[src/rtl/klex_pkg.sv]
`timescale 1ns / 1ps

package klex_pkg;

    // Longest word held in the buffer; longer words always become literals.
    localparam int MAX_WORD = 8;
    localparam int LEN_W    = $clog2(MAX_WORD + 1);
    localparam int IDX_W    = $clog2(MAX_WORD);

    // Output queue between the lexer core and the result channel.
    localparam int FIFO_DEPTH = 4;
    localparam int PTR_W      = $clog2(FIFO_DEPTH);
    localparam int CNT_W      = $clog2(FIFO_DEPTH + 1);

    localparam int KIND_W       = 6;
    localparam int NUM_KEYWORDS = 17;
    localparam int KW_MAX_LEN   = 8;

    // Token kind codes.
    localparam logic [KIND_W-1:0] KIND_LPAREN   = 6'd0;
    localparam logic [KIND_W-1:0] KIND_RPAREN   = 6'd1;
    localparam logic [KIND_W-1:0] KIND_LBRACE   = 6'd2;
    localparam logic [KIND_W-1:0] KIND_RBRACE   = 6'd3;
    localparam logic [KIND_W-1:0] KIND_SEMI     = 6'd4;
    localparam logic [KIND_W-1:0] KIND_ASSIGN   = 6'd5;
    localparam logic [KIND_W-1:0] KIND_GREATER  = 6'd6;
    localparam logic [KIND_W-1:0] KIND_LESS     = 6'd7;
    localparam logic [KIND_W-1:0] KIND_PLUS     = 6'd8;
    localparam logic [KIND_W-1:0] KIND_MINUS    = 6'd9;
    localparam logic [KIND_W-1:0] KIND_SLASH    = 6'd10;
    localparam logic [KIND_W-1:0] KIND_STAR     = 6'd11;
    localparam logic [KIND_W-1:0] KIND_AMP      = 6'd12;
    localparam logic [KIND_W-1:0] KIND_COLON    = 6'd13;
    localparam logic [KIND_W-1:0] KIND_DQUOTE   = 6'd14;
    localparam logic [KIND_W-1:0] KIND_SQUOTE   = 6'd15;
    localparam logic [KIND_W-1:0] KIND_KEYWORD0 = 6'd16;
    localparam logic [KIND_W-1:0] KIND_LITERAL  = 6'd33;
    localparam logic [KIND_W-1:0] KIND_END      = 6'd34;

    // Keywords in kind order; string literals are right-justified, so the
    // first character sits in the highest used byte.
    localparam logic [8*KW_MAX_LEN-1:0] KW_TEXT [NUM_KEYWORDS] = '{
        "int", "return", "var", "char", "float", "bool", "void", "if", "elif",
        "else", "do", "while", "fun", "switch", "case", "const", "continue"
    };

    localparam logic [3:0] KW_LEN [NUM_KEYWORDS] = '{
        4'd3, 4'd6, 4'd3, 4'd4, 4'd5, 4'd4, 4'd4, 4'd2, 4'd4,
        4'd4, 4'd2, 4'd5, 4'd3, 4'd6, 4'd4, 4'd5, 4'd8
    };

    typedef enum logic [1:0] {
        PHASE_IDLE    = 2'd0,
        PHASE_LETTERS = 2'd1,
        PHASE_DIGITS  = 2'd2
    } scan_phase_t;

    typedef struct packed {
        logic [KIND_W-1:0] kind;
        logic              last;
    } token_t;

    typedef struct packed {
        logic              hit;
        logic [KIND_W-1:0] kind;
    } punct_t;

    function automatic logic is_letter(input logic [7:0] c);
        return c inside {[8'h61:8'h7a], [8'h41:8'h5a]};
    endfunction

    function automatic logic is_digit(input logic [7:0] c);
        return c inside {[8'h30:8'h39]};
    endfunction

    function automatic punct_t punct_kind(input logic [7:0] c);
        punct_t p;
        p.hit  = 1'b1;
        p.kind = KIND_PLUS;
        case (c)
            8'h28:   p.kind = KIND_LPAREN;
            8'h29:   p.kind = KIND_RPAREN;
            8'h7b:   p.kind = KIND_LBRACE;
            8'h7d:   p.kind = KIND_RBRACE;
            8'h3b:   p.kind = KIND_SEMI;
            8'h3d:   p.kind = KIND_ASSIGN;
            8'h3e:   p.kind = KIND_GREATER;
            8'h3c:   p.kind = KIND_LESS;
            8'h2b:   p.kind = KIND_PLUS;
            8'h25:   p.kind = KIND_PLUS;     // percent shares the plus kind
            8'h2d:   p.kind = KIND_MINUS;
            8'h2f:   p.kind = KIND_SLASH;
            8'h2a:   p.kind = KIND_STAR;
            8'h26:   p.kind = KIND_AMP;
            8'h3a:   p.kind = KIND_COLON;
            8'h22:   p.kind = KIND_DQUOTE;
            8'h27:   p.kind = KIND_SQUOTE;
            default: p.hit  = 1'b0;
        endcase
        return p;
    endfunction

endpackage

[src/rtl/klex_in_if.sv]
`timescale 1ns / 1ps

interface klex_in_if;
    logic       valid;
    logic       ready;
    logic [7:0] char_code;
    logic       end_of_text;

    modport source (output valid, output char_code, output end_of_text, input ready);
    modport sink   (input valid, input char_code, input end_of_text, output ready);
endinterface

[src/rtl/klex_out_if.sv]
`timescale 1ns / 1ps

interface klex_out_if;
    logic                        valid;
    logic                        ready;
    logic [klex_pkg::KIND_W-1:0] token_kind;
    logic                        last_of_run;

    modport source (output valid, output token_kind, output last_of_run, input ready);
    modport sink   (input valid, input token_kind, input last_of_run, output ready);
endinterface

[src/rtl/keyword_token_lexer_top.sv]
`timescale 1ns / 1ps

// Streaming keyword lexer. Source text enters on text_in, one byte per beat,
// with end_of_text marking the close of a text. Token kind codes leave on
// token_out, one token per beat; last_of_run flags the final token caused by
// one input beat (an input beat causes zero, one or two tokens).
//
// Every accepted byte updates the word buffer and scan phase in the same
// cycle and drops its tokens into a four-entry output queue, so the first
// token is visible in the cycle after the byte is accepted. A byte is taken on
// every cycle while the queue holds at most two tokens: one byte per cycle
// is sustained as long as bytes average no more than one token and the
// receiver takes a token each cycle; the single output port sets the limit,
// so a byte that yields two tokens needs an output beat for each token.
//
// When the receiver stalls, queued tokens hold and text_in.ready drops once
// the queue cannot take a two-token byte. Reset empties the queue and
// clears any word in progress; the word buffer itself needs no clearing.
module keyword_token_lexer_top (
    input  logic              clk,
    input  logic              rst_n,
    klex_in_if.sink           text_in,
    klex_out_if.source        token_out
);

    // Word state.
    klex_pkg::scan_phase_t     phase_reg, phase_next;
    logic [klex_pkg::LEN_W-1:0] word_length_reg, word_length_next;
    logic                      word_too_long_reg, word_too_long_next;
    logic [7:0]                word_chars_reg [klex_pkg::MAX_WORD];

    // Output queue.
    klex_pkg::token_t           fifo_reg [klex_pkg::FIFO_DEPTH];
    logic [klex_pkg::PTR_W-1:0] wr_ptr_reg, rd_ptr_reg;
    logic [klex_pkg::CNT_W-1:0] count_reg;

    logic                        in_fire, out_fire;
    logic                        letter, digit;
    klex_pkg::punct_t            punct;
    logic [klex_pkg::KIND_W-1:0] word_kind;
    logic [klex_pkg::KIND_W-1:0] other_kind;
    logic                        emit_word, emit_other;
    logic                        clear_word, start_fresh, push_char;
    logic [klex_pkg::LEN_W-1:0]  base_length;
    logic                        base_too_long;
    logic                        char_we;
    logic [klex_pkg::IDX_W-1:0]  char_idx;
    logic [1:0]                  push_count;
    klex_pkg::token_t            tok0, tok1;

    assign in_fire  = text_in.valid && text_in.ready;
    assign out_fire = token_out.valid && token_out.ready;

    assign letter = klex_pkg::is_letter(text_in.char_code);
    assign digit  = klex_pkg::is_digit(text_in.char_code);
    assign punct  = klex_pkg::punct_kind(text_in.char_code);

    // Parallel keyword match over the buffer. Only characters below the
    // keyword's length are compared, so unwritten entries never matter.
    always_comb
    begin
        logic hit;
        word_kind = klex_pkg::KIND_LITERAL;
        for (int k = 0; k < klex_pkg::NUM_KEYWORDS; k++)
        begin
            hit = (word_length_reg == klex_pkg::LEN_W'(klex_pkg::KW_LEN[k]));
            for (int i = 0; i < klex_pkg::KW_MAX_LEN; i++)
            begin
                if (i < int'(klex_pkg::KW_LEN[k]))
                begin
                    if (word_chars_reg[i] !=
                        klex_pkg::KW_TEXT[k][8*(int'(klex_pkg::KW_LEN[k]) - 1 - i) +: 8])
                    begin
                        hit = 1'b0;
                    end
                end
            end
            if (hit && !word_too_long_reg)
            begin
                word_kind = klex_pkg::KIND_KEYWORD0 + klex_pkg::KIND_W'(k);
            end
        end
    end

    // Scan phase sequencing and word buffer updates.
    always_comb
    begin
        phase_next         = phase_reg;
        word_length_next   = word_length_reg;
        word_too_long_next = word_too_long_reg;
        emit_word          = 1'b0;
        emit_other         = 1'b0;
        other_kind         = klex_pkg::KIND_END;
        clear_word         = 1'b0;
        start_fresh        = 1'b0;
        push_char          = 1'b0;
        char_we            = 1'b0;

        if (in_fire)
        begin
            if (text_in.end_of_text)
            begin
                emit_word  = (phase_reg != klex_pkg::PHASE_IDLE);
                emit_other = 1'b1;
                other_kind = klex_pkg::KIND_END;
                clear_word = 1'b1;
                phase_next = klex_pkg::PHASE_IDLE;
            end
            else
            begin
                case (phase_reg)
                    klex_pkg::PHASE_LETTERS:
                    begin
                        if (letter)
                        begin
                            push_char = 1'b1;
                        end
                        else if (digit)
                        begin
                            phase_next = klex_pkg::PHASE_DIGITS;
                            push_char  = 1'b1;
                        end
                        else
                        begin
                            emit_word   = 1'b1;
                            clear_word  = 1'b1;
                            start_fresh = 1'b1;
                        end
                    end
                    klex_pkg::PHASE_DIGITS:
                    begin
                        if (digit)
                        begin
                            push_char = 1'b1;
                        end
                        else
                        begin
                            emit_word   = 1'b1;
                            clear_word  = 1'b1;
                            start_fresh = 1'b1;
                        end
                    end
                    default:
                    begin
                        start_fresh = 1'b1;
                    end
                endcase

                if (start_fresh)
                begin
                    if (letter)
                    begin
                        phase_next = klex_pkg::PHASE_LETTERS;
                        push_char  = 1'b1;
                    end
                    else if (digit)
                    begin
                        phase_next = klex_pkg::PHASE_DIGITS;
                        push_char  = 1'b1;
                    end
                    else
                    begin
                        phase_next = klex_pkg::PHASE_IDLE;
                        emit_other = punct.hit;
                        other_kind = punct.kind;
                    end
                end
            end
        end

        // A word that just ended leaves an empty buffer for the new character.
        base_length   = clear_word ? '0 : word_length_reg;
        base_too_long = clear_word ? 1'b0 : word_too_long_reg;
        char_idx      = base_length[klex_pkg::IDX_W-1:0];

        if (clear_word)
        begin
            word_length_next   = '0;
            word_too_long_next = 1'b0;
        end
        if (push_char)
        begin
            if (base_length < klex_pkg::LEN_W'(klex_pkg::MAX_WORD))
            begin
                char_we            = 1'b1;
                word_length_next   = base_length + klex_pkg::LEN_W'(1);
                word_too_long_next = base_too_long;
            end
            else
            begin
                word_length_next   = base_length;
                word_too_long_next = 1'b1;
            end
        end
    end

    // Up to two tokens per byte: the ended word first, then the byte's own.
    always_comb
    begin
        push_count = {1'b0, emit_word} + {1'b0, emit_other};
        tok0.kind  = emit_word ? word_kind : other_kind;
        tok0.last  = !(emit_word && emit_other);
        tok1.kind  = other_kind;
        tok1.last  = 1'b1;
    end

    always_ff @(posedge clk or negedge rst_n)
    begin
        if (!rst_n)
        begin
            phase_reg         <= klex_pkg::PHASE_IDLE;
            word_length_reg   <= '0;
            word_too_long_reg <= 1'b0;
            wr_ptr_reg        <= '0;
            rd_ptr_reg        <= '0;
            count_reg         <= '0;
        end
        else
        begin
            phase_reg         <= phase_next;
            word_length_reg   <= word_length_next;
            word_too_long_reg <= word_too_long_next;
            wr_ptr_reg        <= wr_ptr_reg + klex_pkg::PTR_W'(push_count);
            if (out_fire)
            begin
                rd_ptr_reg <= rd_ptr_reg + klex_pkg::PTR_W'(1);
            end
            count_reg <= count_reg + klex_pkg::CNT_W'(push_count)
                         - klex_pkg::CNT_W'(out_fire);
        end
    end

    always_ff @(posedge clk)
    begin
        if (char_we)
        begin
            word_chars_reg[char_idx] <= text_in.char_code;
        end
        if (push_count != 2'd0)
        begin
            fifo_reg[wr_ptr_reg] <= tok0;
        end
        if (push_count == 2'd2)
        begin
            fifo_reg[wr_ptr_reg + klex_pkg::PTR_W'(1)] <= tok1;
        end
    end

    // Room for a two-token byte is required before a byte is taken.
    assign text_in.ready         = (count_reg <= klex_pkg::CNT_W'(klex_pkg::FIFO_DEPTH - 2));
    assign token_out.valid       = (count_reg != '0);
    assign token_out.token_kind  = fifo_reg[rd_ptr_reg].kind;
    assign token_out.last_of_run = fifo_reg[rd_ptr_reg].last;

    // The queue never overflows.
    a_fifo_bound: assert property (@(posedge clk) disable iff (!rst_n)
        count_reg <= klex_pkg::CNT_W'(klex_pkg::FIFO_DEPTH))
        else $error("output queue overflow");

    // An end of text always leaves the lexer with no word in progress.
    a_eot_clears: assert property (@(posedge clk) disable iff (!rst_n)
        (in_fire && text_in.end_of_text) |=>
            (phase_reg == klex_pkg::PHASE_IDLE && word_length_reg == '0
             && !word_too_long_reg))
        else $error("word state not cleared after end of text");

    // An overlong word only arises with a full buffer.
    a_too_long_full: assert property (@(posedge clk) disable iff (!rst_n)
        word_too_long_reg |->
            (word_length_reg == klex_pkg::LEN_W'(klex_pkg::MAX_WORD)))
        else $error("overlong flag set with a partial buffer");

    // With no word in progress the buffer is empty.
    a_idle_empty: assert property (@(posedge clk) disable iff (!rst_n)
        (phase_reg == klex_pkg::PHASE_IDLE) |-> (word_length_reg == '0))
        else $error("idle phase with characters buffered");

endmodule

[src/flat_wrapper.sv]
// flat-port wrapper written by rule: the top's interface ports become plain ports
module keyword_token_lexer_top_flat 
  (clk, rst_n, text_in_valid, text_in_char_code, text_in_end_of_text, text_in_ready, token_out_valid, token_out_token_kind, token_out_last_of_run, token_out_ready);
  klex_in_if text_in_i ();
  klex_out_if token_out_i ();
  input  logic clk;
  input  logic rst_n;
  input wire logic [$bits(text_in_i.valid)-1:0] text_in_valid;
  input wire logic [$bits(text_in_i.char_code)-1:0] text_in_char_code;
  input wire logic [$bits(text_in_i.end_of_text)-1:0] text_in_end_of_text;
  output wire logic [$bits(text_in_i.ready)-1:0] text_in_ready;
  output wire logic [$bits(token_out_i.valid)-1:0] token_out_valid;
  output wire logic [$bits(token_out_i.token_kind)-1:0] token_out_token_kind;
  output wire logic [$bits(token_out_i.last_of_run)-1:0] token_out_last_of_run;
  input wire logic [$bits(token_out_i.ready)-1:0] token_out_ready;
  assign text_in_i.valid = text_in_valid;
  assign text_in_i.char_code = text_in_char_code;
  assign text_in_i.end_of_text = text_in_end_of_text;
  assign text_in_ready = text_in_i.ready;
  assign token_out_valid = token_out_i.valid;
  assign token_out_token_kind = token_out_i.token_kind;
  assign token_out_last_of_run = token_out_i.last_of_run;
  assign token_out_i.ready = token_out_ready;
  keyword_token_lexer_top u_core (.clk(clk), .rst_n(rst_n), .text_in(text_in_i), .token_out(token_out_i));
endmodule
[config.mk]
export PLATFORM = sky130hd
export DESIGN_NAME = keyword_token_lexer_top_flat
export DESIGN_NICKNAME = d
export VERILOG_FILES = /design/src/rtl/klex_pkg.sv /design/src/rtl/klex_in_if.sv /design/src/rtl/klex_out_if.sv /design/src/rtl/keyword_token_lexer_top.sv /design/src/flat_wrapper.sv
export SDC_FILE = /design/constraint.sdc
export NUM_CORES = 1
export LEC_CHECK = 0
export ABC_AREA = 1
export BUFFER_PORTS_ARGS = -buffer_cell sky130_fd_sc_hd__buf_2
export CORE_UTILIZATION = 45
export CTS_BUF_LIST = sky130_fd_sc_hd__clkbuf_4 sky130_fd_sc_hd__clkbuf_8
export CTS_CLUSTER_DIAMETER = 100
export CTS_CLUSTER_SIZE = 30
export DETAILED_ROUTE_END_ITERATION = 10
export GPL_TIMING_DRIVEN = 0
export PLACE_DENSITY_LB_ADDON = 0.25
export SKIP_LAST_GASP = 1
export SLEW_MARGIN = 20
export SYNTH_ARGS = -nofsm -noshare
export SYNTH_HDL_FRONTEND = slang
export SYNTH_SLANG_ARGS = --single-unit
[constraint.sdc]
create_clock -name clk -period 7.2 [get_ports clk]
set_input_delay 1.08 -clock clk [delete_from_list [all_inputs] [get_ports clk]]
set_output_delay 1.08 -clock clk [all_outputs]
set_load 0.05 [all_outputs]
Word-level counts from Yosys, hierarchy flattened:

Memories as Yosys holds them, arrays and structs flattened.
Index checks and enable logic that the tools add are counted.

* add/subtract/negate cells: 7
* multipliers: 0
* div/mod/pow operators: 0
* magnitude comparators: 8
* equality and inequality tests: 71
* shift operators: 0
* muxes and demuxes: 138
* bitwise operators: 0
* reductions and logical operators: 33

Operators with widths (number)
* 8-bit by 7-bit inequality test with 1-bit output (second input constant): 44
* 6-bit two-way mux: 23
* 8-bit by 6-bit equality test with 1-bit output (second input constant): 15
* 1-bit two-way mux: 101
* 4-bit case mux with 15 select lines: 1
* 1-bit logical AND: 23
* 17-bit OR reduction: 1
* 8-bit by 7-bit equality test with 1-bit output (second input constant): 2
* 8-bit by 7-bit >= comparator with 1-bit output (second input constant): 2
* 8-bit by 7-bit less-or-equal comparator with 1-bit output (second input constant): 2
* 2-bit two-way mux: 7
* 4-bit by 3-bit equality test with 1-bit output (second input constant): 3
* 4-bit two-way mux: 3
* 3-bit nonzero test: 3
* 4-bit by 2-bit equality test with 1-bit output (second input constant): 2
* 8-bit by 6-bit >= comparator with 1-bit output (second input constant): 1
* 8-bit by 6-bit less-or-equal comparator with 1-bit output (second input constant): 1
* 1-bit case mux with 2 select lines: 3
* 2-bit nonzero test: 3
* 2-bit by 1-bit adder with 2-bit output (second input constant): 2
* 4-bit by 1-bit adder with 4-bit output (second input constant): 1
* 2-bit equality test (second input constant): 2
* 4-bit equality test (second input constant): 1
* 4-bit less-than comparator (second input constant): 1
* 9 further kinds: 10

* bits in registers: 14
* bits in latches: 0
* memory bits (writable): 92
* bits in read-only memories: 0
* bits of input ports: 13
* output and inout bits: 9
* logic and storage cells: 265
* memories kept: 2

Memory list
* u_core.word_chars_reg: depth 8, width 8, rd ports 8, clocked after memory_dff 0, wr ports 1, line keyword_token_lexer_top.sv:30 `logic [7:0] word_chars_reg [klex_pkg::MAX_WORD];`
* u_core.fifo_reg: depth 4, width 7, rd ports 1, clocked after memory_dff 0, wr ports 2, line keyword_token_lexer_top.sv:33 `klex_pkg::token_t fifo_reg [klex_pkg::FIFO_DEPTH];`

Depth between registers and ports, before layout:

An unclocked memory read counts as a cell.

* depth in word-level cells: 26
* gate-level depth with buffers: 17
* mapped depth without buffers: 17

Worst setup path before layout:

No wires, ideal clock.

* path type: input-to-reg
* start: input text_in_char_code[7]
* end: register u_core.count_reg[2] in the netlist's numbering
* library setup time: 129 ps
* arrival: 3424 ps
* required time: 7071 ps
* setup slack: 3647 ps
* cell stages on the path: 13
* path buffers: 0
* path through: inv_1 -> nand2_1 -> nor2_2 -> inv_1 -> o311ai_1 -> o31ai_1 -> a21oi_1 -> ha_1 -> inv_1 -> ha_1 -> fa_1 -> xnor2_1 -> xor2_1

* word-level cells in the longest chain between the ends: 13
* elaborated cells between the ends (all ways): 45
* those cells by class: 3 x add/sub; 6 x order compare; 17 x eq/ne; 14 x mux; 5 x reduce/logical

Ends and longest elaborated chain
* from (decl): line flat_wrapper.sv:9 `input wire logic [$bits(text_in_i.char_code)-1:0] text_in_char_code;`
* 8-bit by 6-bit >= comparator with 1-bit output (tied with other cells): line klex_pkg.sv:73 `return c inside {[8'h30:8'h39]};`
* 1-bit logical AND (on tied branches): line klex_pkg.sv:73, klex_pkg.sv:69
* 1-bit two-way mux / 2-bit nonzero test (equally long branches): line keyword_token_lexer_top.sv:118, keyword_token_lexer_top.sv:132, klex_pkg.sv:69
* 1-bit two-way mux: line keyword_token_lexer_top.sv:114 `if (letter)`
* 1-bit case mux with 2 select lines: line keyword_token_lexer_top.sv:111 `case (phase_reg)`
* 1-bit two-way mux: line keyword_token_lexer_top.sv:101 `if (text_in.end_of_text)`
* 1-bit two-way mux: line keyword_token_lexer_top.sv:99 `if (in_fire)`
* 1-bit two-way mux: line keyword_token_lexer_top.sv:149 `if (start_fresh)`
* 1-bit two-way mux: line keyword_token_lexer_top.sv:101
* 1-bit two-way mux: line keyword_token_lexer_top.sv:99
* 1-bit by 1-bit adder with 2-bit output *: line keyword_token_lexer_top.sv:200 `push_count = {1'b0, emit_word} + {1'b0, emit_other};`
* 3-bit by 2-bit adder with 3-bit output *: line keyword_token_lexer_top.sv:228 `count_reg <= count_reg + klex_pkg::CNT_W'(push_count)`
* 3-bit by 1-bit subtractor with 3-bit output *: line keyword_token_lexer_top.sv:229 `- klex_pkg::CNT_W'(out_fire);`
* to (signal assigned): line keyword_token_lexer_top.sv:228
* to (decl): line keyword_token_lexer_top.sv:35 `logic [klex_pkg::CNT_W-1:0] count_reg;`

Mark *: on every way between the ends. The rest lies on a longest branch, timed or not. The select of a mux whose other input is x is not followed.
A chain may end at the register's enable or synchronous reset.

==> results.cfg <==
[run_status]
status = finished, final reports clean

[clocking]
cts_tree = yes
clkSinkCount = 106
htreeDepth = 3
numCtsBuffers = 9
ctsHoldBuffers = 0
cts_root_buf = clkbuf_8
postCtsSetupRepairBufs = 0
clk_latency_ns = 0.39
cts_resized = 0
cts.clk_slew.worst_paths_ns = 0.10
clockBufferDepth = 2

[synthesis]
synthXorXnorAreaFrac_pct = 0.846
synth-async-reset-ratio_pct = 13.2
synth_top_family_by_area = simple AND/OR/NAND/NOR gates
synth_compound_area_share_pct = 5.92
synth_cells = 784
synthFlopType = edfxtp_1
yosys_warnings = 0
syn-cell-area_mm2 = 0.00621
synth_cell_types = 43
avgSynthCellArea_um2 = 7.93
ys_seq_elements = 106
synth-simple-area-share_pct = 34.6
synth_nets = 808
synth_fa_ha_area_share_pct = 2.34
synth.area.mux_share_pct = 0
ys_seq_area_share_pct = 48.8
synth_edf_count = 84

[drt]
antenna_left = 0
drt-initial-drc-count = 414
avgRoutedWirePerCell_um = 15.9
viasPerCell = 5.32
wl_um = 15900
num_vias = 5302
remaining_drc_errors = 0
firstDrtPassIters = 5

[layout]
syn2layout_area_growth_pct = 8.44
antenna_cells = 0
regArea_mm2 = 0.00303
drive_gt1_share_pct = 10.4
fin_util_pct = 50.5
largest_register_ffs = 64
nets = 840
multi_input_area_mm2 = 0.00272
instances_no_fill = 997
n_fill_cell = 1271

[floorplanning]
coreArea_mm2 = 0.0133
ios = 22
std_cell_rows = 42
initial_core_util_pct = 46.6
dieArea_mm2 = 0.0143
die_x_um = 120
chipHeight_um = 120

[worst_setup_path]
r2r_slack_ns = 4.01
cp.required_ns = 7.30
worst-endpoint-arrival_ns = 3.93
cp_slowest_cell = nor3_1
r2r-start = u_core.phase_reg[0]$_DFFE_PN0P_
endpoint_kind = flop
startpoint = text_in_char_code[5]
crit_path_cell_trace = buf_2, nand2_1, nor2_2, inv_1, nor3_1, a31oi_1, nand2_1, o31ai_1, a21oi_1, ha_1, inv_1, nor3_1, or2_2
cp-endpoint = u_core.fifo_reg[3][2]$_DFFE_PP_
r2r_end = u_core.count_reg[2]$_DFF_PN0_
cpPeakStageDelay_ns = 0.58
path_class = input pin to flop
r2r_cells = 13
path_max_fanout = 10
start_kind = input pin

[sta]
setup_viol = 0
slew_headroom_pct = 34.6
tightest_slew_ns = 0.974
slew_viol_final = 0
rsz0062_at_grt = no
fin_setup_tns_ns = 0
fmax_mhz = 261
period_share_pct = 53.3
fin_hold_ws_ns = 0.482
hold_viol = 0
fin_skew_ns = 0.0119
fin_crit_ns = 3.83

[grt]
grt_overflow = 0
grt_max_degree = 18
grt_pass1_vias = 5160
antenna_found_initial = 0
grt_pass1_wl_um = 25600
grt_usage_pct = 23.7

[min_path]
min_path_type = flop to flop

[pwr]
vdd_drop_max_v = 0.000176
power.total_uw = 1750
power.leakage_uw = 0.00283
power_density_mw_per_mm2 = 260

[place]
io_buffer_count = 21
hpwl_um = 12400
place_congestion = 0.947
place_inst = 981

[run]
drv_cap = 0
cell families (layout without fill, tap and decap cells):
logic type      Yosys count  after routing
flops                   106            106
compound gates           63             63
buf+inv                 123            160
xor+xnor                  6              6
fa+ha+maj                11             11
simple gates            475            475
worst min-delay path by stage:
stage                                             startpoint                                 end  slack [ns]  depth (start not counted)
final                     u_core.fifo_reg[2][0]$_SDFFE_PP1P_  u_core.fifo_reg[2][0]$_SDFFE_PP1P_        0.48                          2
after global routing      u_core.fifo_reg[1][0]$_SDFFE_PP1P_  u_core.fifo_reg[1][0]$_SDFFE_PP1P_        0.51                          2
after CTS                 u_core.fifo_reg[1][0]$_SDFFE_PP1P_  u_core.fifo_reg[1][0]$_SDFFE_PP1P_        0.48                          2
after detailed placement  u_core.fifo_reg[1][0]$_SDFFE_PP1P_  u_core.fifo_reg[1][0]$_SDFFE_PP1P_        0.46                          2
after global placement    u_core.fifo_reg[2][0]$_SDFFE_PP1P_  u_core.fifo_reg[2][0]$_SDFFE_PP1P_        0.45                          2
after floorplan           u_core.fifo_reg[1][0]$_SDFFE_PP1P_  u_core.fifo_reg[1][0]$_SDFFE_PP1P_        0.44                          2
layout by cell type, fill, tap and decap left out, types with 6 or more instances in the layout:
| cell | instances |
|---|---|
| nand2_1 | 173 |
| dfrtp_1 | 14 |
| nor2_2 | 7 |
| nor3_1 | 32 |
| nor2_1 | 144 |
| nand4_1 | 23 |
| buf_2 | 22 |
| edfxtp_1 | 84 |
| inv_2 | 7 |
| clkbuf_8 | 9 |
| inv_1 | 112 |
| o21ai_1 | 6 |
| nand2_2 | 9 |
| nand3_1 | 60 |
| o21ai_0 | 23 |
| a21oi_1 | 13 |
| ha_1 | 10 |
| o22ai_1 | 7 |
| dfxtp_1 | 8 |
synth_stat cells, types with 2 or more instances:
cell | number | area [um2]
nand2_1 | 173 | 649
a31oi_1 | 4 | 25.0
nand2_2 | 9 | 56.3
clkbuf_1 | 2 | 7.51
or2_2 | 3 | 18.8
a21oi_1 | 13 | 65.1
xor2_1 | 5 | 43.8
nor2_1 | 144 | 541
nand2_4 | 5 | 56.3
nor3_2 | 4 | 40.0
ha_1 | 10 | 125
nand3_1 | 60 | 300
o21ai_1 | 6 | 30.0
inv_1 | 112 | 420
dfrtp_1 | 14 | 350
o22ai_1 | 7 | 43.8
inv_2 | 7 | 26.3
o21ai_0 | 23 | 115
o211ai_1 | 2 | 15.0
edfxtp_1 | 84 | 2520
nor2_4 | 4 | 45.0
nand3b_1 | 4 | 30.0
nor2_2 | 7 | 43.8
nand4_1 | 23 | 144
nor3_1 | 33 | 165
o311ai_1 | 2 | 17.5
dfxtp_1 | 8 | 160
where the power goes:
part	internal (uW)	switching (uW)	leakage, uW	total, uW
sequential	736	56.5	0.00102	792
combinational	163	429	0.00172	592
clock	168	199	0.0000982	367
total	1070	684	0.00283	1750
stage by stage:
step / cell area [um2] / setup slack [ns]
after floorplan: 6210 / 3.65
after global placement: 6540 / 3.06
after detailed placement: 6540 / 3.00
after CTS: 6740 / 3.43
after global routing: 6740 / 3.04
final: 6740 / 3.37
layer usage:
| layer | track usage, % | vias to the layer above | part of all wire [%] |
|---|---|---|---|
| met5 | 0 | - | 0 |
| met4 | 11.4 | 0 | 3.0 |
| met3 | 4.90 | 34 | 6.9 |
| met2 | 36.6 | 201 | 44 |
| met1 | 31.7 | 2424 | 46 |
| li1 | - | 2643 | - |
final cells by class:
class	instances	area share, %
flip-flops and latches	106	45.0
multi-input cells	555	40.4
inverters	120	6.72
well taps	176	3.27
clock buffers	11	2.06
repair buffers	21	1.56
clock inverters	5	0.817
plain buffers	3	0.186
critical path, delay by kind of cell:
kind | cells | cell delay, ns
AOI/OAI and AO/OA | 3 | 0.40
adders and majority gates | 1 | 0.30
buffers and inverters | 3 | 0.50
and+or+nand+nor | 6 | 1.65
(Power assumes the default switching activity.)
